$ cat config.mk
export PLATFORM = sky130hd
export DESIGN_NAME = c_subset_token_lexer_unit
export DESIGN_NICKNAME = d
export VERILOG_FILES = /design/src/sv/cstl_pkg.sv /design/src/sv/c_subset_token_lexer_unit.sv
export SDC_FILE = /design/constraint.sdc
export NUM_CORES = 1
export LEC_CHECK = 0
export ABC_AREA = 1
export BUFFER_PORTS_ARGS = -buffer_cell sky130_fd_sc_hd__clkbuf_2
export CAP_MARGIN = 10
export CORE_MARGIN = 3
export CORE_UTILIZATION = 45
export DETAILED_ROUTE_END_ITERATION = 16
export PLACE_DENSITY = 0.61
export SYNTH_ARGS = -nofsm -noshare
export SYNTH_HDL_FRONTEND = slang
export SYNTH_SLANG_ARGS = --single-unit
$ cat constraint.sdc
create_clock -name clk -period 8.85 [get_ports clk]
set_clock_uncertainty 0.2 [all_clocks]
set_input_delay 1.77 -clock clk [delete_from_list [all_inputs] [get_ports clk]]
set_output_delay 1.77 -clock clk [all_outputs]
set_load 0.01 [all_outputs]
$ cat src/sv/cstl_pkg.sv
// Shared types, sizes and character classes for the C subset token lexer.
package cstl_pkg;

  // Sizes
  localparam int MAX_TEXT   = 64;
  localparam int MAX_TOKENS = 256;
  localparam int MAX_SOURCE = 1024;

  localparam int LEN_W = $clog2(MAX_TEXT);
  localparam int CNT_W = $clog2(MAX_TOKENS);
  localparam int POS_W = $clog2(MAX_SOURCE);

  localparam logic [LEN_W-1:0] LEN_MAX = LEN_W'(MAX_TEXT - 1);
  localparam logic [CNT_W-1:0] CNT_MAX = CNT_W'(MAX_TOKENS - 1);
  localparam logic [POS_W-1:0] POS_MAX = POS_W'(MAX_SOURCE - 1);

  // Output queue
  localparam int QDEPTH = 4;
  localparam int QPTR_W = $clog2(QDEPTH);
  localparam int QCNT_W = $clog2(QDEPTH + 1);

  typedef enum logic [2:0] {
    KIND_INT    = 3'd0,
    KIND_RETURN = 3'd1,
    KIND_IDENT  = 3'd2,
    KIND_NUMBER = 3'd3,
    KIND_SYMBOL = 3'd4,
    KIND_END    = 3'd5
  } kind_t;

  typedef enum logic [1:0] {
    MODE_IDLE   = 2'd0,
    MODE_IDENT  = 2'd1,
    MODE_NUMBER = 2'd2
  } mode_t;

  typedef struct packed {
    kind_t             kind;
    logic [31:0]       num_value;
    logic [7:0]        sym_char;
    logic [POS_W-1:0]  start_pos;
    logic [LEN_W-1:0]  text_len;
    logic [CNT_W-1:0]  token_index;
    logic              overflow;
    logic              last_of_run;
  } tok_t;

  localparam logic [7:0] CH_END = 8'h00;

  function automatic logic is_letter(input logic [7:0] c);
    return (c >= "a" && c <= "z") || (c >= "A" && c <= "Z") || c == "_";
  endfunction

  function automatic logic is_digit(input logic [7:0] c);
    return c >= "0" && c <= "9";
  endfunction

  function automatic logic is_symbol(input logic [7:0] c);
    return c == "(" || c == ")" || c == ";" || c == "{" || c == "}" ||
           c == "+" || c == "-" || c == "*" || c == "/";
  endfunction

  // Expected character of "int" at a position
  function automatic logic [7:0] kw_int_char(input logic [1:0] p);
    logic [7:0] c;
    unique case (p)
      2'd0:    c = "i";
      2'd1:    c = "n";
      2'd2:    c = "t";
      default: c = 8'h00;
    endcase
    return c;
  endfunction

  // Expected character of "return" at a position
  function automatic logic [7:0] kw_ret_char(input logic [2:0] p);
    logic [7:0] c;
    unique case (p)
      3'd0:    c = "r";
      3'd1:    c = "e";
      3'd2:    c = "t";
      3'd3:    c = "u";
      3'd4:    c = "r";
      3'd5:    c = "n";
      default: c = 8'h00;
    endcase
    return c;
  endfunction

endpackage

$ cat src/sv/c_subset_token_lexer_unit.sv
// Streaming lexer for a small C subset: one source byte in, up to two tokens out.
//
//  channel | ports                                   | dir | transfer
//  --------+-----------------------------------------+-----+-----------------------
//  input   | in_valid, in_ready, in_ch               | in  | one source byte
//  result  | out_valid, out_ready, out_kind ...      | out | one token record
//
// Each accepted byte updates the scan state in the same cycle and writes its 0, 1
// or 2 token records into a 4-entry output queue; one record leaves per cycle with
// out_ready high. A byte is taken every cycle while the queue has room for two
// records, so the sustained rate is 1 byte per cycle, bounded by 1 token per cycle
// at the output. Reset empties the queue and returns the scanner to idle at
// offset 0. A stalled output fills the queue and drops in_ready; no state is lost.
module c_subset_token_lexer_unit
  import cstl_pkg::*;
(
  input  logic                     clk,
  input  logic                     rst_n,
  input  logic                     in_valid,
  output logic                     in_ready,
  input  logic [7:0]               in_ch,
  output logic                     out_valid,
  input  logic                     out_ready,
  output logic [2:0]               out_kind,
  output logic signed [31:0]       out_num_value,
  output logic [7:0]               out_sym_char,
  output logic [9:0]               out_start_pos,
  output logic [5:0]               out_text_len,
  output logic [7:0]               out_token_index,
  output logic                     out_overflow,
  output logic                     out_last_of_run
);

  // Scanner state
  mode_t             mode_r, mode_nxt;
  logic [31:0]       accum_r, accum_nxt;
  logic [POS_W-1:0]  tok_start_r, tok_start_nxt;
  logic [LEN_W-1:0]  tok_len_r, tok_len_nxt;
  logic              int_ok_r, int_ok_nxt;
  logic              ret_ok_r, ret_ok_nxt;
  logic [POS_W-1:0]  byte_pos_r, byte_pos_nxt;
  logic [CNT_W-1:0]  tok_cnt_r, tok_cnt_nxt;
  logic              ovf_r, ovf_nxt;

  // Output queue
  tok_t              q_r [QDEPTH];
  logic [QPTR_W-1:0] wr_ptr_r, rd_ptr_r;
  logic [QCNT_W-1:0] q_cnt_r;

  // Per-byte results
  tok_t              res_a, res_b;
  logic              a_v, b_v;
  logic              ext_id, ext_num;
  logic [CNT_W-1:0]  cnt_mid;
  logic              ovf_mid;
  kind_t             id_kind;
  logic              in_fire, out_fire;
  tok_t              ent0, ent1;
  logic [1:0]        push_n;

  assign in_fire  = in_valid && in_ready;
  assign out_fire = out_valid && out_ready;

  assign ext_id  = (mode_r == MODE_IDENT) && (is_letter(in_ch) || is_digit(in_ch));
  assign ext_num = (mode_r == MODE_NUMBER) && is_digit(in_ch);

  // Kind of the open identifier
  always_comb begin
    priority if (int_ok_r && tok_len_r == LEN_W'(3)) begin
      id_kind = KIND_INT;
    end else if (ret_ok_r && tok_len_r == LEN_W'(6)) begin
      id_kind = KIND_RETURN;
    end else begin
      id_kind = KIND_IDENT;
    end
  end

  // Next scan state and the records caused by this byte
  always_comb begin
    mode_nxt      = mode_r;
    accum_nxt     = accum_r;
    tok_start_nxt = tok_start_r;
    tok_len_nxt   = tok_len_r;
    int_ok_nxt    = int_ok_r;
    ret_ok_nxt    = ret_ok_r;
    byte_pos_nxt  = (byte_pos_r != POS_MAX) ? byte_pos_r + POS_W'(1) : byte_pos_r;
    tok_cnt_nxt   = tok_cnt_r;
    ovf_nxt       = ovf_r;
    cnt_mid       = tok_cnt_r;
    ovf_mid       = ovf_r;
    a_v           = 1'b0;
    b_v           = 1'b0;
    res_a         = '0;
    res_b         = '0;

    if (ext_id || ext_num) begin
      if (ext_id) begin
        int_ok_nxt = int_ok_r && (tok_len_r < LEN_W'(3)) &&
                     (in_ch == kw_int_char(tok_len_r[1:0]));
        ret_ok_nxt = ret_ok_r && (tok_len_r < LEN_W'(6)) &&
                     (in_ch == kw_ret_char(tok_len_r[2:0]));
      end else begin
        accum_nxt = (accum_r << 3) + (accum_r << 1) + {28'd0, in_ch[3:0]};
      end
      if (tok_len_r != LEN_MAX) begin
        tok_len_nxt = tok_len_r + LEN_W'(1);
      end else begin
        ovf_nxt = 1'b1;
      end
    end else begin
      // Close the open token, if any
      if (mode_r != MODE_IDLE) begin
        if (tok_cnt_r == CNT_MAX) begin
          ovf_mid = 1'b1;
        end else begin
          a_v               = 1'b1;
          res_a.kind        = (mode_r == MODE_IDENT) ? id_kind : KIND_NUMBER;
          res_a.num_value   = (mode_r == MODE_NUMBER) ? accum_r : 32'd0;
          res_a.start_pos   = tok_start_r;
          res_a.text_len    = tok_len_r;
          res_a.token_index = tok_cnt_r;
          res_a.overflow    = ovf_r;
          cnt_mid           = tok_cnt_r + CNT_W'(1);
        end
      end
      mode_nxt    = MODE_IDLE;
      tok_cnt_nxt = cnt_mid;
      ovf_nxt     = ovf_mid;

      if (in_ch == CH_END) begin
        // End of source: emit end record and restart
        b_v               = 1'b1;
        res_b.kind        = KIND_END;
        res_b.start_pos   = byte_pos_r;
        res_b.token_index = cnt_mid;
        res_b.overflow    = ovf_mid;
        mode_nxt          = MODE_IDLE;
        accum_nxt         = '0;
        tok_start_nxt     = '0;
        tok_len_nxt       = '0;
        int_ok_nxt        = 1'b0;
        ret_ok_nxt        = 1'b0;
        byte_pos_nxt      = '0;
        tok_cnt_nxt       = '0;
        ovf_nxt           = 1'b0;
      end else if (is_letter(in_ch)) begin
        mode_nxt      = MODE_IDENT;
        tok_start_nxt = byte_pos_r;
        tok_len_nxt   = LEN_W'(1);
        int_ok_nxt    = (in_ch == "i");
        ret_ok_nxt    = (in_ch == "r");
        accum_nxt     = '0;
      end else if (is_digit(in_ch)) begin
        mode_nxt      = MODE_NUMBER;
        tok_start_nxt = byte_pos_r;
        tok_len_nxt   = LEN_W'(1);
        int_ok_nxt    = 1'b0;
        ret_ok_nxt    = 1'b0;
        accum_nxt     = {28'd0, in_ch[3:0]};
      end else if (is_symbol(in_ch)) begin
        if (cnt_mid == CNT_MAX) begin
          ovf_nxt = 1'b1;
        end else begin
          b_v               = 1'b1;
          res_b.kind        = KIND_SYMBOL;
          res_b.sym_char    = in_ch;
          res_b.start_pos   = byte_pos_r;
          res_b.text_len    = LEN_W'(1);
          res_b.token_index = cnt_mid;
          res_b.overflow    = ovf_mid;
          tok_cnt_nxt       = cnt_mid + CNT_W'(1);
        end
      end
    end

    res_a.last_of_run = !b_v;
    res_b.last_of_run = 1'b1;
  end

  // Pack the records into queue order
  assign ent0   = a_v ? res_a : res_b;
  assign ent1   = res_b;
  assign push_n = in_fire ? ({1'b0, a_v} + {1'b0, b_v}) : 2'd0;

  // Scanner state registers
  always_ff @(posedge clk) begin
    if (!rst_n) begin
      mode_r      <= MODE_IDLE;
      accum_r     <= '0;
      tok_start_r <= '0;
      tok_len_r   <= '0;
      int_ok_r    <= 1'b0;
      ret_ok_r    <= 1'b0;
      byte_pos_r  <= '0;
      tok_cnt_r   <= '0;
      ovf_r       <= 1'b0;
    end else if (in_fire) begin
      mode_r      <= mode_nxt;
      accum_r     <= accum_nxt;
      tok_start_r <= tok_start_nxt;
      tok_len_r   <= tok_len_nxt;
      int_ok_r    <= int_ok_nxt;
      ret_ok_r    <= ret_ok_nxt;
      byte_pos_r  <= byte_pos_nxt;
      tok_cnt_r   <= tok_cnt_nxt;
      ovf_r       <= ovf_nxt;
    end
  end

  // Queue storage
  always_ff @(posedge clk) begin
    if (push_n != 2'd0) begin
      q_r[wr_ptr_r] <= ent0;
    end
    if (push_n == 2'd2) begin
      q_r[wr_ptr_r + QPTR_W'(1)] <= ent1;
    end
  end

  // Queue pointers and fill level
  always_ff @(posedge clk) begin
    if (!rst_n) begin
      wr_ptr_r <= '0;
      rd_ptr_r <= '0;
      q_cnt_r  <= '0;
    end else begin
      wr_ptr_r <= wr_ptr_r + QPTR_W'(push_n);
      if (out_fire) begin
        rd_ptr_r <= rd_ptr_r + QPTR_W'(1);
      end
      q_cnt_r <= q_cnt_r + QCNT_W'(push_n) - QCNT_W'(out_fire);
    end
  end

  // Handshake: take a byte only when two records fit
  assign in_ready  = (q_cnt_r <= QCNT_W'(QDEPTH - 2));
  assign out_valid = (q_cnt_r != '0);

  // Result fields
  assign out_kind        = q_r[rd_ptr_r].kind;
  assign out_num_value   = $signed(q_r[rd_ptr_r].num_value);
  assign out_sym_char    = q_r[rd_ptr_r].sym_char;
  assign out_start_pos   = q_r[rd_ptr_r].start_pos;
  assign out_text_len    = q_r[rd_ptr_r].text_len;
  assign out_token_index = q_r[rd_ptr_r].token_index;
  assign out_overflow    = q_r[rd_ptr_r].overflow;
  assign out_last_of_run = q_r[rd_ptr_r].last_of_run;

endmodule
* Word-level counts from Yosys, hierarchy flattened
Memories as Yosys holds them, arrays and structs flattened. A register that Yosys moved wholly into a read port is not among the register bits.
Index checks and enable logic that the tools add are counted.
** Operators by class
- Add/sub/neg operators :: 12
- Order comparisons :: 9
- Multiplexer cells :: 93
- Bitwise operators :: 1
- Reduce and logical (&&, ||, !) cells :: 41
- Eq/ne operators :: 34
** Operators with widths (number)
- two-way mux 32 bit :: 6
- two-way mux 33 bit :: 5
- two-way mux 35 bit :: 3
- two-way mux 8 bit :: 13
- two-way mux 25 bit :: 3
- two-way mux 10 bit :: 7
- two-way mux 69 bit :: 1
- equality test 8 x 6 -> 1 bit, second input constant :: 7
- equality test 8 x 7 -> 1 bit, second input constant :: 5
- two-way mux 6 bit :: 6
- case mux 7 bit (5 select lines) :: 1
- adder 32 bit :: 1
- adder 32 x 4 -> 32 bit :: 1
- two-way mux 1 bit :: 31
- two-way mux 3 bit :: 7
- case mux 7 bit (3 select lines) :: 1
- adder 8 x 1 -> 8 bit, second input constant :: 2
- equality test 8 bit :: 2
- equality test 8 bit, second input constant :: 2
- greater-or-equal comparator 8 x 7 -> 1 bit, second input constant :: 2
- less-or-equal comparator 8 x 7 -> 1 bit, second input constant :: 2
- two-way mux 2 bit :: 8
- logical AND 1 bit :: 13
- logical OR 1 bit :: 12
- other kinds (35) :: 49
** Storage, ports and cells
- Bits in writable memories :: 276
- Register bits :: 78
- Memories kept :: 1
- Logic and storage cells :: 203
** Memories
- q_r :: words 4, width 69, read ports 1, clocked after memory_dff 1, wr ports 2, line c_subset_token_lexer_unit.sv:46 : tok_t q_r [QDEPTH];

* Depth between registers and ports, before layout
Gate-level depths: netlist (run 1).
- Word-level depth :: 20
- Depth in mapped cells :: 29
- Gate-level depth less buffers :: 25

* Worst setup path after synthesis (run 1)
Ideal clock, no wire load.
- Path type :: input to register
- Start :: in in_ch[1]
- End :: mem q_r[3][26] (netlist name), data pin
- Stages :: 22
- Buffers on the path :: 2
- Data arrival time :: 4865 ps
- Library setup time :: 150 ps
- Setup slack :: 3634 ps
- Path through :: buf_2 -> nor2_1 -> nand4_1 -> nand2_1 -> inv_1 -> nand2_1 -> nand2_1 -> nand2_2 -> nand2_4 -> nor2_4 -> buf_2 -> ha_1 -> inv_1 -> nor2_2 -> inv_1 -> nor2_1 -> nand3_1 -> inv_1 -> nor2_1 -> inv_1 -> o21ai_1 -> nor2_1
** RTL lines
- from (decl) :: line c_subset_token_lexer_unit.sv:21 : input logic [7:0] in_ch,
- to (decl) :: line c_subset_token_lexer_unit.sv:46

==> flow_summary.json, run 1 <==
{
  "initial_core_util_pct": 45.66,
  "power_frac_clock_pct": 38.4,
  "synth_area_per_cell_sq_um": 7.481,
  "fin_area_sq_um": 20770,
  "finalMaxSlewViolations": 0,
  "synth_top_area_cell": "dfxtp_1",
  "cts_tree": "built",
  "wire_per_inst_um": 18.64,
  "portBuffers": 82,
  "startpoint_type": "primary input",
  "reg2reg_slack_ps": 2310,
  "combPwrFrac_pct": 22.2,
  "rows": 74,
  "crit_fanout": 38,
  "timing.rr.end": "q_r[0][68]",
  "die_y_um": 209.8,
  "cts_resized": 0,
  "post-route-drc-count": 0,
  "numCtsBuffers": 40,
  "fill_cells": 4043,
  "dr.pass1.iters": 5,
  "antenna_cells": 0,
  "grt.total_usage_pct": 25.58,
  "r2r-start": "tok_cnt_r[0]",
  "p_sw_mw": 1.475,
  "synthTopCellsByArea": "dfxtp_1 (25%), edfxtp_1 (19%), nand2_1 (14%), o21ai_0 (8.2%), nor2_1 (6.0%)",
  "drt_wl_total_um": 57450,
  "cts_hold_buffers": 0,
  "post-cts-setup-buffer-count": 0,
  "grt_setup_unrepaired": "false",
  "final.min_clock_period_ps": 6698,
  "yosysSeqAreaShare_pct": 44.57,
  "whs_endpoint": "tok_start_r[7]",
  "status": "finished clean",
  "die_w_um": 209.8,
  "multi_input_area_sq_um": 9250,
  "hold_violations": 0,
  "async_flop_share_pct": 0,
  "dr.first_iter.drc_count": 1529,
  "hold_start": "tok_start_r[7]",
  "avgViaCountPerCell": 5.619,
  "core_sq_um": 40920,
  "cp-startpoint": "in_ch[7]",
  "end_kind": "register",
  "clk_path_buf_depth": 3,
  "worstPathArrival_ps": 6760,
  "hold_class": "reg -> reg",
  "slew_headroom_pct": 32.70,
  "synthFlopType": "dfxtp_1",
  "synth-seq-cells": 356,
  "register_area_sq_um": 8333,
  "crit_required_ps": 8910,
  "synth.distinct_cells": 46,
  "netlist_area_sq_um": 18690,
  "tns_ps": 0,
  "syn2layout_area_growth_pct": 11.13,
  "ys.warnings.count": 0,
  "fmax_ghz": 0.1493,
  "place_congestion": 0.9322,
  "pin_count": 83,
  "netlist_instances": 2498,
  "drive_gt1_share_pct": 9.604,
  "min_period_over_period_pct": 75.68,
  "drtAntennaViolNets": 0,
  "grt_pass1_vias": 16030,
  "p_seq_share_pct": 39.3,
  "switching_share_pct": 31.94,
  "worstMarginPinSlew_ps": 1010,
  "grt_max_degree": 92,
  "drv_cap": 0,
  "clk_latency_ps": 560,
  "reg2reg_depth": 25,
  "via_count": 17320,
  "grt_pass1_wl_um": 90330,
  "place_area_sq_um": 19360,
  "intPower_mw": 3.144,
  "setup_viol": 0,
  "dpl.hpwl_um": 38960,
  "clock_sinks": 356,
  "min_path_cells": 2,
  "p_leak_nw": 8.588,
  "synth_edf_count": 120,
  "path_clk_slew_ps": 60,
  "grt_overflow_total": 0,
  "power_density_nw_per_um2": 222.4,
  "finalNetCount": 2611,
  "antenna_found_initial": 1,
  "ir_worst_vdd_uv": 111.9,
  "synth_top_area_share_pct": 25.28,
  "die-area_sq_um": 44010,
  "cts-root-buf": "clkbuf_16",
  "path_class": "in -> reg",
  "ctsHtreeMaxLevel": 2
}
## power groups by stage
| stage | combinational (mW) | sequential [mW] | clock, mW |
|---|---|---|---|
| after detailed placement | 1.02 | 1.85 | 0 |
| after global placement | 1.01 | 1.85 | 0 |
| after global routing | 1.13 | 1.83 | 1.87 |
| final | 1.03 | 1.82 | 1.78 |
| after CTS | 1.03 | 1.82 | 1.80 |
| after floorplan | 0.685 | 1.81 | 0 |
## cell usage after synthesis (11+ instances only)
library cell  count
nand3_1         142
o21ai_1          60
clkbuf_1         88
dfxtp_1         236
ha_1             76
nor2_1          297
a21oi_1          95
inv_1           135
xor2_1           11
o21ai_0         306
o22ai_1          69
nand2_1         673
or2_2            14
edfxtp_1        120
nand4_1          27
buf_2            20
nand2_2          17
## metrics by stage
step	hold slack, ps	std cells	utilization, %	setup slack, ps	power (mW)
6_report	249.2	3083	50.75	2152	4.619
5_1_grt	266.7	3083	50.75	1692	4.827
4_1_cts	247.1	3083	50.75	2173	4.645
3_5_place_dp	232.4	3010	47.30	1610	2.876
3_3_place_gp	228.1	3010	47.30	1782	2.866
2_1_floorplan	219.1	2501	-	3634	2.499
## worst max path at each step
stage,slack (ps),endpoint,cells past startpoint
floorplan,3630,q_r[3][26],22
global placement,1780,q_r[0][68],23
detailed placement,1610,q_r[0][68],22
CTS,2170,q_r[0][68],22
global route,1690,q_r[0][68],23
finish,2150,q_r[0][68],22
## cell families (layout without fill, tap and decap cells)
| logic type | Yosys count | count (layout) | share of synthesized area, % |
|---|---|---|---|
| adders and majority gates | 79 | 79 | 5.410 |
| xor gates and xnor gates | 18 | 18 | 0.8436 |
| AOI/OAI and AO/OA | 556 | 556 | 15.71 |
| other | 1 | 4 | 0.02007 |
| and+or+nand+nor | 1217 | 1217 | 27.43 |
| DFF | 356 | 356 | 44.57 |
| buffers and inverters | 271 | 321 | 6.020 |
## cells in the final DEF (no fill, tap or decap), drive strengths merged
cell,instances
fa,3
or2,14
a221oi,2
clkbuf,130
nor3,14
conb,4
o21bai,5
o22ai,69
bufinv,7
nand2,695
nand3,151
o21ai,366
dfxtp,236
clkinv,16
edfxtp,120
a21boi,1
xnor2,7
a211oi,2
o211ai,2
a31oi,5
clkinvlp,1
nor2,307
buf,19
nor3b,1
a311oi,1
a21o,1
ha,76
inv,148
nand4,27
nand3b,4
a22oi,1
o2111ai,1
a21oi,97
xor2,11
o21a,3
nor4,4
## area by class of cell
cell class              instances  area share (%)
flip-flops and latches        356           40.13
well taps                     532           3.205
clock inverters                25           1.488
multi-input cells            1874           44.54
clock buffers                  48           5.308
repair buffers                101           2.663
inverters                     147           2.669
## sequential cells by signal (all words and copies together), names as in the netlist, 2 cells and up, named ones only
signal       flops
q_cnt_r          3
tok_start_r     10
rd_ptr_r         2
tok_len_r        6
wr_ptr_r         2
accum_r         32
byte_pos_r      10
tok_cnt_r        8
q_r            276
mode_r           2
## critical path: stages
cell	delay, ps
clkbuf_2	110
inv_1	130
nand2_1	120
nor2_1	170
nand4_1	110
nand2_1	70
o21ai_0	70
nand2_1	350
nand2_4	240
nand2_2	440
ha_1	340
inv_1	150
nor2_4	80
nor2_4	230
nor3_4	50
buf_4	230
inv_2	530
nor2_1	120
nand2_1	180
clkinv_1	630
a21oi_2	560
nor2_1	90
## per-layer routing
| metal | GRT usage (%) | vias to the layer above | wire [um] |
|---|---|---|---|
| li1 | - | 8427 | - |
| met1 | 38.40 | 8265 | 27440 |
| met2 | 39.02 | 578 | 24890 |
| met3 | 4.170 | 52 | 4324 |
| met4 | 5.219 | 0 | 798 |
| met5 | 0 | - | 0 |
(Power assumes the default switching activity.)
==> inputs of run 2 (changes only) <==
==> constraint.sdc (replaced) <==
create_clock -name clk -period 6.5 [get_ports clk]
set_clock_uncertainty 0.2 [all_clocks]
set_input_delay 1.3 -clock clk [delete_from_list [all_inputs] [get_ports clk]]
set_output_delay 1.3 -clock clk [all_outputs]
set_load 0.01 [all_outputs]
==> run 2 against run 1 <==
Highest routed layer unchanged. Flip-flop and latch count unchanged. Non-clock buffer count increased by 8. Via count increased by 0.24%. Clock power increased by 19%. Critical endpoint is now q_r[0][4]. Largest cell class unchanged.
==> flow_summary.json, run 2 (synthesized netlist as in run 1, its figures left out) <==
{
  "antenna_cells": 0,
  "power_frac_clock_pct": 35.2,
  "numCtsBuffers": 39,
  "finalMaxSlewViolations": 0,
  "syn2layout_area_growth_pct": 10.40,
  "drtAntennaViolNets": 0,
  "largest-register": "q_r",
  "portBuffers": 82,
  "clk_latency_ps": 540,
  "layout_common_cells": "nand2_1 (673), o21ai_0 (306), nor2_1 (295), dfxtp_1 (234), nand3_1 (142)",
  "crit_required_ps": 6480,
  "setup_ws_ps": 955.3,
  "rows": 74,
  "cp_cell_sequence": "ha_1 -> nand2_2 -> nor2_4 -> nand2_4 -> ha_1 -> nand2_1 -> nand2_1 -> ha_1 -> nand3_1 -> nor2_4 -> nand2_4 -> nand2_4 -> nand2_2 -> ha_1 -> inv_1 -> nor2_4 -> nor2_4 -> nor3_4 -> inv_2 -> nor2_1 -> nand2_1 -> nand2_2 -> buf_4",
  "cts_tree": "built",
  "worstPathArrival_ps": 5520,
  "intPower_mw": 3.997,
  "ctsHtreeMaxLevel": 2,
  "path_clk_slew_ps": 60,
  "max_stage_delay_ps": 930,
  "combPwrFrac_pct": 23.5,
  "fin_area_sq_um": 20630,
  "path_class": "reg -> reg",
  "grt.total_usage_pct": 25.63,
  "grt_pass1_vias": 16230,
  "post-route-drc-count": 0,
  "antenna_found_initial": 0,
  "drive_gt1_share_pct": 9.500,
  "p_sw_mw": 2.008,
  "crit_fanout": 31,
  "final_common_cell": "nand2_1",
  "utilization_pct": 50.41,
  "hold_violations": 0,
  "final.min_clock_period_ps": 5545,
  "drv_cap": 0,
  "startpoint_type": "register",
  "dpl.hpwl_um": 38140,
  "power_density_nw_per_um2": 291.1,
  "grt_max_degree": 84,
  "switching_share_pct": 33.44,
  "min_period_over_period_pct": 85.30,
  "finalNetCount": 2618,
  "reg_top3": "q_r x276, accum_r x32",
  "pin_count": 83,
  "p_total_mw": 6.005,
  "core_sq_um": 40920,
  "die_w_um": 209.8,
  "fmax_ghz": 0.1804,
  "largest_reg_flops": 276,
  "dr.pass1.iters": 5,
  "place_congestion": 0.9167,
  "fill_cells": 4102,
  "p_leak_nw": 8.513,
  "drt_wl_total_um": 57590,
  "cts_resized": 0,
  "hold_class": "reg -> reg",
  "end_kind": "register",
  "grt_pass1_wl_um": 90830,
  "clock_sinks": 356,
  "slowest_stage": "nor3_4",
  "slew_headroom_pct": 17.81,
  "tns_ps": 0,
  "ir_worst_vdd_uv": 172.0,
  "post-cts-setup-buffer-count": 0,
  "cts_hold_buffers": 0,
  "worstMarginPinSlew_ps": 1229,
  "setup_viol": 0,
  "grt_setup_unrepaired": "false",
  "status": "finished clean",
  "pre_cts_ws_ps": 921.9,
  "initial_core_util_pct": 45.66,
  "avgViaCountPerCell": 5.619,
  "cts-root-buf": "clkbuf_16",
  "die-area_sq_um": 44010,
  "grt_overflow_total": 0,
  "p_seq_share_pct": 41.3,
  "dr.first_iter.drc_count": 1525,
  "via_count": 17360,
  "clk_path_buf_depth": 3,
  "wire_per_inst_um": 18.64,
  "die_y_um": 209.8,
  "place_area_sq_um": 19420
}
run 2: cell count changes in the layout (fill, tap and decap cells not counted), moves of 2 or more:
cell,previous run,this run
clkinv_2,10,8
buf_4,19,27
clkinv_1,6,9
bufinv_16,7,0
clkbuf_1,2,8
run 2: per-stage QoR:
stage / std cells / hold WS [ps]
4_1_cts: 3090 / 247.9
5_1_grt: 3090 / 264.5
3_5_place_dp: 3018 / 232.5
3_3_place_gp: 3018 / 228.9
2_1_floorplan: 2501 / 219.1
6_report: 3090 / 249.9
run 2: area by class of cell:
class | count | area [sq um] | area share, %
clock inverters | 18 | 100.1 | 0.4852
inverters | 147 | 554.3 | 2.687
repair buffers | 109 | 613.1 | 2.972
flip-flops and latches | 356 | 8333 | 40.39
clock buffers | 54 | 1114 | 5.398
multi-input cells | 1874 | 9250 | 44.84
well taps | 532 | 665.6 | 3.227
run 2: final timing paths:
| check | from | endpoint | slack (ps) | cells past startpoint |
|---|---|---|---|---|
| hold / removal | tok_start_r[3] | tok_start_r[3] | 250 | 2 |
| setup / recovery | tok_cnt_r[0] | q_r[0][4] | 960 | 23 |
| setup reg to reg | tok_cnt_r[0] | q_r[0][4] | 960 | 23 |
| hold reg to reg | tok_start_r[3] | tok_start_r[3] | 250 | 2 |
run 2: routing by layer:
metal | wire, um | GRT usage (%) | share of wire, % | vias up
li1 | - | - | - | 8436
met1 | 27150 | 38.17 | 47 | 8221
met2 | 24990 | 39.64 | 43 | 646
met3 | 4692 | 4.006 | 8.1 | 61
met4 | 758 | 5.104 | 1.3 | 0
met5 | 0 | 0 | 0 | -
run 2: power by group through the flow:
stage,registers (mW),clock network [mW],logic [mW]
finish,2.48,2.11,1.41
global route,2.49,2.23,1.56
CTS,2.48,2.13,1.42
detailed placement,2.53,0,1.41
global placement,2.53,0,1.40
floorplan,2.47,0,0.931
run 2: critical path, delay by kind of cell (launching register included):
kind	cells	cell delay, ps
simple gates	16	2930
fa+ha+maj	4	1020
buf+inv	3	570
flops	1	410
==> inputs of run 3 (changes only) <==
--- a/config.mk
+++ b/config.mk
@@ -11,6 +11,7 @@
 export CORE_MARGIN = 3
 export CORE_UTILIZATION = 45
 export DETAILED_ROUTE_END_ITERATION = 16
+export GPL_TIMING_DRIVEN = 0
 export PLACE_DENSITY = 0.61
 export SYNTH_ARGS = -nofsm -noshare
 export SYNTH_HDL_FRONTEND = slang
==> run 3 against run 2 <==
Largest power group unchanged. Critical endpoint is now q_r[1][65]. Flip-flop and latch count unchanged. Utilization increased by 1.0 points. Largest cell class unchanged. Worst hold slack got worse by 3.5 ps. Combinational power increased by 9.9%. Die area unchanged. Fmax decreased by 6.5%. Clock-buffer cell count decreased by 2. Sequential power about the same. Global-route usage increased by 1.8 points. Clock power increased by 6%. Final cell count increased by 3.0%. Sequential share of layout area decreased by 0.85 points.
==> flow_summary.json, run 3 (synthesized netlist as in run 1, its figures left out) <==
{
  "grt_pass1_vias": 16620,
  "post-route-drc-count": 0,
  "power_density_nw_per_um2": 296.6,
  "drt_wl_total_um": 62060,
  "antenna_cells": 0,
  "crit_cells": 28,
  "largest-register": "q_r",
  "min_period_over_period_pct": 91.19,
  "status": "finished clean",
  "grt_setup_unrepaired": "false",
  "max_stage_delay_ps": 680,
  "path_class": "reg -> reg",
  "crit_fanout": 32,
  "crit_buf_inv": 8,
  "timing.rr.end": "q_r[1][65]",
  "instances_no_fill": 3184,
  "path_clk_slew_ps": 60,
  "dr.first_iter.drc_count": 1878,
  "worstPathArrival_ps": 6200,
  "drv_cap": 0,
  "die_y_um": 209.8,
  "hold_class": "reg -> reg",
  "cp-endpoint": "q_r[1][65]",
  "final.min_clock_period_ps": 5927,
  "clock_sinks": 356,
  "crit_family": "simple AND/OR/NAND/NOR gates",
  "layout_common_cells": "nand2_1 (673), o21ai_0 (306), nor2_1 (297), dfxtp_1 (236), nand3_1 (142)",
  "cts_resized": 0,
  "wire_per_inst_um": 19.49,
  "drive_gt1_share_pct": 9.351,
  "rows": 74,
  "slowest_stage": "nand2_2",
  "finalMaxSlewViolations": 0,
  "dpl.hpwl_um": 44920,
  "grt.total_usage_pct": 27.44,
  "dp.cells": 3114,
  "reg2reg_slack_ps": 570,
  "clk_path_buf_depth": 3,
  "post-cts-setup-buffer-count": 0,
  "end_kind": "register",
  "crit_required_ps": 6770,
  "numCtsBuffers": 38,
  "drtAntennaViolNets": 0,
  "cts-root-buf": "clkbuf_16",
  "slew_headroom_pct": 33.19,
  "worstMarginPinSlew_ps": 998.5,
  "final_common_cell": "nand2_1",
  "die-area_sq_um": 44010,
  "ctsHtreeMaxLevel": 2,
  "r2r-start": "tok_cnt_r[0]",
  "tns_ps": 0,
  "dr.pass1.iters": 6,
  "hold_violations": 0,
  "finalNetCount": 2713,
  "p_leak_nw": 8.662,
  "reg_top3": "q_r x276, accum_r x32",
  "largest_reg_flops": 276,
  "antenna_found_initial": 0,
  "cp-startpoint": "tok_cnt_r[0]",
  "reg2reg_depth": 28,
  "core_sq_um": 40920,
  "grt_pass1_wl_um": 95470,
  "initial_core_util_pct": 45.66,
  "clk_latency_ps": 540,
  "hold_start": "tok_start_r[2]",
  "startpoint_type": "register",
  "syn2layout_area_growth_pct": 12.69,
  "grt_max_degree": 33,
  "fmax_ghz": 0.1687,
  "ir_worst_vdd_uv": 183.2,
  "pin_count": 83,
  "portBuffers": 81,
  "setup_viol": 0,
  "grt_overflow_total": 0,
  "die_w_um": 209.8,
  "avgViaCountPerCell": 5.607,
  "via_count": 17850,
  "cts_tree": "built",
  "cts_hold_buffers": 0,
  "place_congestion": 0.9440
}
run 3: cell types whose count changed in the layout (fill, tap and decap cells not counted), sizes merged:
cell	delta
buf	+9
bufinv	+3
clkbuf	+85
clkinv	-5
clkinvlp	+2
run 3: power breakdown:
part | switching, mW | total [mW] | internal, mW
Clock | 0.925 | 2.24 | 1.32
Combinational | 1.11 | 1.55 | 0.446
Sequential | 0.0707 | 2.45 | 2.38
Total | 2.10 | 6.25 | 4.14
run 3: worst register-to-register path, delay by kind of cell (launching register included):
family | cells | cell delay, ps
and+or+nand+nor | 15 | 2550
buffers and inverters | 8 | 1570
adders and majority gates | 4 | 1040
DFF | 1 | 430
AOI/OAI and AO/OA | 1 | 80
run 3: layout make-up:
cell class | count | area, sq um
Inverter | 147 | 551.8
Fill cell | 4092 | 19870
Multi-Input combinational cell | 1874 | 9245
Buffer | 124 | 573.1
Clock inverter | 18 | 185.2
Tap cell | 532 | 665.6
Clock buffer | 52 | 1105
Timing Repair Buffer | 81 | 405.4
Sequential cell | 356 | 8328
run 3: per-stage QoR:
| stage | setup WS [ps] | hold slack [ps] | utilization [%] | power (mW) | area (sq um) |
|---|---|---|---|---|---|
| floorplan | 1754 | 219.1 | - | 3.402 | 18700 |
| global placement | -111.1 | 227.6 | 48.31 | 4.022 | 19770 |
| detailed placement | 338.2 | 233.3 | 48.31 | 4.038 | 19770 |
| CTS | 576.4 | 248.0 | 51.46 | 6.254 | 21060 |
| global route | 215.4 | 267.3 | 51.46 | 6.507 | 21060 |
| finish | 572.9 | 246.5 | 51.46 | 6.246 | 21060 |
run 3: per-layer routing:
layer / global-route usage [%] / wire length [um]
met1: 41.42 / 28760
met2: 42.19 / 27280
met3: 3.229 / 4962
met4: 6.328 / 1051
met5: 0 / 0
run 3: worst min-delay path by stage:
stage	slack, ps	cells past startpoint	end
after floorplan	220	2	tok_start_r[0]
after global placement	230	2	tok_start_r[7]
after detailed placement	230	2	tok_start_r[8]
after CTS	250	2	tok_start_r[8]
after global routing	270	2	q_r[1][61]
final	250	2	tok_start_r[2]
